[src/hdl/line_edit_buffer_unit_assert.svh]
// Assertion macros for the line edit buffer RTL.
// Used by the top level; expects clk_i and rst_ni in the including scope.
`ifndef LINE_EDIT_BUFFER_UNIT_ASSERT_SVH
`define LINE_EDIT_BUFFER_UNIT_ASSERT_SVH

`ifndef SYNTH
`define LEDB_ASSERT(lbl, prop) \
  lbl: assert property (@(posedge clk_i) disable iff (!rst_ni) prop) \
    else $error("line edit buffer check failed");
`define LEDB_ASSERT_MSG(lbl, prop, msg) \
  lbl: assert property (@(posedge clk_i) disable iff (!rst_ni) prop) \
    else $error(msg);
`else
`define LEDB_ASSERT(lbl, prop)
`define LEDB_ASSERT_MSG(lbl, prop, msg)
`endif

`endif

[src/hdl/ledb_pkg.sv]
// Shared types and constants of the line edit buffer.
// No dependencies; used by the text memory and the top level.
`default_nettype none

package ledb_pkg;

  localparam int unsigned CHAR_W = 16;

  localparam logic [2:0] CMD_INSERT    = 3'd0;
  localparam logic [2:0] CMD_LEFT      = 3'd1;
  localparam logic [2:0] CMD_RIGHT     = 3'd2;
  localparam logic [2:0] CMD_BACKSPACE = 3'd3;
  localparam logic [2:0] CMD_DELETE    = 3'd4;
  localparam logic [2:0] CMD_CLEAR     = 3'd5;
  localparam logic [2:0] CMD_READ      = 3'd6;

  localparam logic [CHAR_W-1:0] CHAR_MIN = 16'd32;
  localparam logic [CHAR_W-1:0] CHAR_DEL = 16'd127;

  typedef struct packed {
    logic [2:0]        command;
    logic [CHAR_W-1:0] character;
    logic [7:0]        index;
  } cmd_word_t;

  typedef struct packed {
    logic              applied;
    logic [8:0]        cursor;
    logic [8:0]        length;
    logic [CHAR_W-1:0] read_char;
  } rsp_word_t;

  typedef enum logic [2:0] {
    S_IDLE,
    S_SHR,
    S_SHL,
    S_PUT,
    S_RDW,
    S_FIN
  } ledb_state_e;

endpackage

`default_nettype wire

[src/hdl/ledb_text_mem.sv]
// Text store of the line edit buffer: one write port, one registered read port.
// Depends on ledb_pkg for the character width.
`default_nettype none

module ledb_text_mem #(
  parameter int unsigned DEPTH = 256,
  parameter int unsigned AW    = 8
) (
  input  wire logic                      clk_i,
  input  wire logic                      we_i,
  input  wire logic [AW-1:0]             waddr_i,
  input  wire logic [ledb_pkg::CHAR_W-1:0] wdata_i,
  input  wire logic [AW-1:0]             raddr_i,
  output logic      [ledb_pkg::CHAR_W-1:0] rdata_o
);

  logic [ledb_pkg::CHAR_W-1:0] mem [DEPTH];

  always_ff @(posedge clk_i) begin
    if (we_i) begin
      mem[waddr_i] <= wdata_i;
    end
  end

  always_ff @(posedge clk_i) begin
    rdata_o <= mem[raddr_i];
  end

endmodule

`default_nettype wire
[config.mk]
export PLATFORM = sky130hd
export DESIGN_NAME = ledb_text_mem
export DESIGN_NICKNAME = d
export VERILOG_FILES = /design/src/hdl/line_edit_buffer_unit_assert.svh /design/src/hdl/ledb_pkg.sv /design/src/hdl/ledb_text_mem.sv
export SDC_FILE = /design/constraint.sdc
export NUM_CORES = 2
export LEC_CHECK = 0
export BUFFER_PORTS_ARGS = -buffer_cell sky130_fd_sc_hd__buf_4
export CAP_MARGIN = 20
export CORE_ASPECT_RATIO = 0.5
export CORE_MARGIN = 2
export CORE_UTILIZATION = 45
export DETAILED_ROUTE_END_ITERATION = 7
export PLACE_DENSITY = 0.67
export SLEW_MARGIN = 15
export SYNTH_ARGS = -nofsm -noshare
export SYNTH_HDL_FRONTEND = slang
export SYNTH_SLANG_ARGS = --single-unit
[constraint.sdc]
create_clock -name clk_i -period 4 [get_ports clk_i]
set_clock_uncertainty 0.05 [all_clocks]
set_input_delay 0.2 -clock clk_i [delete_from_list [all_inputs] [get_ports clk_i]]
set_output_delay 0.2 -clock clk_i [all_outputs]
set_load 0.02 [all_outputs]
-- Word level (Yosys, flattened, before mapping)
Memory sizes are Yosys's and may differ from the RTL's. A register that Yosys moved wholly into a read port is not among the register bits.
Cells that the tools add are included.
- bits in registers: 0
- RAM bits: 4096
- input bits: 34
- logic and storage cells: 3
- memories: 1
- mux-type cells: 2
- memory list (memory ; words ; bits a word ; read ports ; clocked after Yosys merged registers in ; wr ports ; RTL line ; source):
    mem ; 256 ; 16 ; 1 ; 1 ; 1 ; ledb_text_mem.sv:17 ; logic [ledb_pkg::CHAR_W-1:0] mem [DEPTH];
- operators by type and width (kind ; count):
    1-bit 2-to-1 mux ; 2

-- Depth between registers and ports, before layout
- depth in word-level cells: 2
- mapped depth: 12

-- Worst setup path before layout
OpenSTA, ideal clock, no wires.
- path type: in2reg
- from: input waddr_i[3]
- to: memory mem[235][0] in the netlist's numbering, enable pin
- library setup time: 388 ps
- arrival: 1977 ps
- required time: 3562 ps
- path slack: 1585 ps
- cell stages on the path: 6
- buffers on the path: 3
- path through: clkbuf_1 -> nor2b_1 -> clkbuf_1 -> nand4_1 -> clkbuf_1 -> nor2_1
- RTL lines (what ; RTL line ; source):
    start: declaration ; ledb_text_mem.sv:11 ; input wire logic [AW-1:0] waddr_i,
    end: declaration ; ledb_text_mem.sv:17 ;
Straight into the memory's write port.

==> flow_summary.yaml <==
yosys:
  yosys_most_used_dff: "edfxtp_1"
  syn_inst: 7360
  async_flop_share: 0
  syn_area_per_cell_sq_um: 21.56
  synth_top_area_cell: "edfxtp_1"
  synth_edf_count: 4096
  synth_area_leaders: "edfxtp_1, mux4_2, mux2i_1"
  ys_top_cells_by_count: "edfxtp_1, mux4_2, mux2i_1"
  synth_top_area_share: 0.7750
  synth_seq_cells: 4112
  post-synth-top-count-cell: "edfxtp_1"
  yosysSeqAreaShare: 0.7770
  synth.distinct_cells: 52
  syn-num-nets: 7394
  ys_warn_count: 0
  syn-cell-area_sq_um: 158700
clock_network:
  clockBufferDepth: 4
  clock_sinks: 4112
  htree_num_levels: 5
  clock_latency_ns: 0.98
  postCtsSetupRepairBufs: 0
  numCtsBuffers: 368
  root_buffer: "clkbuf_16"
  clkTransAtPathRegs_ns: 0.07
  post_cts_resized: 0
  cts_tree: "built"
die:
  io-pin-count: 50
  die_area_sq_um: 357800
  die_x_um: 843.9
  coreArea_sq_um: 351700
  rows: 154
  start_util: 0.4513
  fp.dieH_um: 423.9
global_routing:
  antenna_found_initial: 27
  grt_pass1_wl_um: 589600
  grt_pass1_vias: 77845
  grt_overflow: 0
  grt_max_degree: 145
  groute.usage.overall: 0.2294
sta:
  tightest_slew_ns: 1.203
  final-hold-violation-count: 0
  maxSlewViolCount: 0
  slew_headroom: 0.1949
  grt_setup_unrepaired: "no"
  timing.fmax_mhz: 306.7
  whs_ns: 0.03798
  setup_violations: 0
  min_period_ns: 3.261
  finalCritPeriodShare: 0.8153
  tns_ns: 0
detailed_routing:
  ant_nets: 0
  route.detailed.drc: 0
  drt_first_iter_violations: 12292
  routed_via_density: 6.231
  routed_wl_um: 418300
  wl_per_cell_um: 32.35
  vias: 80572
  drt-pass1-iter-count: 8
setup_path:
  worst_ep_required_time_ns: 4.75
  critPathKind: "reg2reg"
  crit_top_cell: "mux4_2"
  crit_path_end_kind: "flip-flop"
  slowest_stage: "o32ai_1"
  path_delay_family: "compound AO/OA/AOI/OAI gates"
  cp_num_buf_inv: 1
  max_stage_delay_ns: 0.85
  cp_data_arrival_time_ns: 4.01
  cp-start-kind: "flip-flop"
  reg2reg_slack_ns: 0.74
  crit_path_cell_trace: "mux4_2, mux4_2, a22o_1, o32ai_1, buf_4, nor4_1"
  crit_fanout: 1
place:
  hpwlAfterDp_um: 249300
  dpl_cell_area_sq_um: 168100
  place.gp.congestion: 0.8890
  io_buffers: 49
power:
  peakVddDrop_uv: 334.3
  p_leak_nw: 56.97
  p_per_area_nw_per_um2: 483.1
  power_mw: 86.92
layout:
  stdcell_area_sq_um: 179900
  area_growth_pct: 13.37
  multiInputGateArea_sq_um: 33000
  drive_above_1_share: 0.2576
  regArea_sq_um: 123300
  fill_cells: 27034
  nets: 7982
flow_run:
  maxCapViolCount: 0
worst_hold_path:
  hold_class: "in2reg"
status:
  status: "complete, no violations"
==> state kept, by name, summed over array words and instances (netlist names) <==
signal / count
rdata_o: 16
mem: 4096
==> logic make-up (layout without fill, tap and decap cells) <==
kind of cell / after synthesis / count (layout) / share of synthesized area
compound gates: 786 / 786 / 0.03537
buf+inv: 456 / 1337 / 0.01693
flops: 4112 / 4112 / 0.7770
mux: 1450 / 1450 / 0.1550
other cells: 0 / 9 / 0
simple gates: 556 / 556 / 0.01574
==> layout make-up <==
cell class              count  share of cell area
multi-input cells        2792              0.1834
well taps                4680             0.03254
clock buffers             464             0.05395
diodes                      9           0.0001252
clock inverters           199             0.01015
repair buffers            670             0.03434
flip-flops and latches   4112              0.6854
inverters                   4           0.0001530
==> where the power goes <==
| part | internal (mW) | total, mW | switching (mW) |
|---|---|---|---|
| sequential | 47.5 | 47.6 | 0.107 |
| combinational | 1.63 | 4.61 | 2.98 |
| clock | 19.2 | 34.7 | 15.6 |
==> what timing repair did <==
action                                  CTS  global route
endpoints found under the hold margin  1799             0
setup endpoints to repair                 0             0
hold buffers                             23             0
==> worst register-to-register path: stages (launching register included) <==
cell	delay, ns
edfxtp_1	0.37
mux4_2	0.50
mux4_2	0.56
a22o_1	0.42
o32ai_1	0.86
buf_4	0.29
nor4_1	0.07
==> worst paths after layout <==
check,startpoint,to,cells past startpoint
hold reg to reg,mem[192][15],rdata_o[15],6
setup / recovery,mem[51][7],rdata_o[7],6
hold / removal,waddr_i[6],mem[196][2],4
setup reg to reg,mem[51][7],rdata_o[7],6
==> metal layers <==
| metal | wire length (um) | GRT usage |
|---|---|---|
| met1 | 164000 | 0.3330 |
| met2 | 192900 | 0.3530 |
| met3 | 46460 | 0.04801 |
| met4 | 14860 | 0.07036 |
| met5 | 30 | 0 |
==> cell usage in the layout (no fill, tap or decap), drive strengths merged, types with 5 or more instances in the layout <==
cell	Yosys	layout
clkinv	0	149
a22oi	43	43
mux4	797	797
nor2b	9	9
nor2	304	304
mux2	88	88
o21ai	38	38
nand3	35	35
dfxtp	16	16
a22o	32	32
inv	4	15
a221oi	28	28
bufinv	0	30
o32ai	21	21
edfxtp	4096	4096
or2	5	5
a211oi	18	18
nor3	92	92
clkbuf	230	465
nor4	18	18
diode	0	9
clkinvlp	0	9
dlygate4sd3	0	23
o22ai	148	148
o31ai	16	16
mux2i	565	565
nand2	38	38
a31oi	6	6
a21oi	175	175
a2111oi	6	6
o221ai	253	253
buf	222	646
and3	11	11
nand4	26	26
==> per-stage QoR <==
stage                     utilization  instances  setup WS (ns)
final                          0.5117      12930         0.7390
after global routing           0.5116      12926         0.7767
after CTS                      0.5115      12920         0.7162
after detailed placement       0.4781      12234       -0.07149
after global placement         0.4780      12234       -0.07124
after floorplan                     -       7360          1.585
Power figures use the tool's default switching activity.
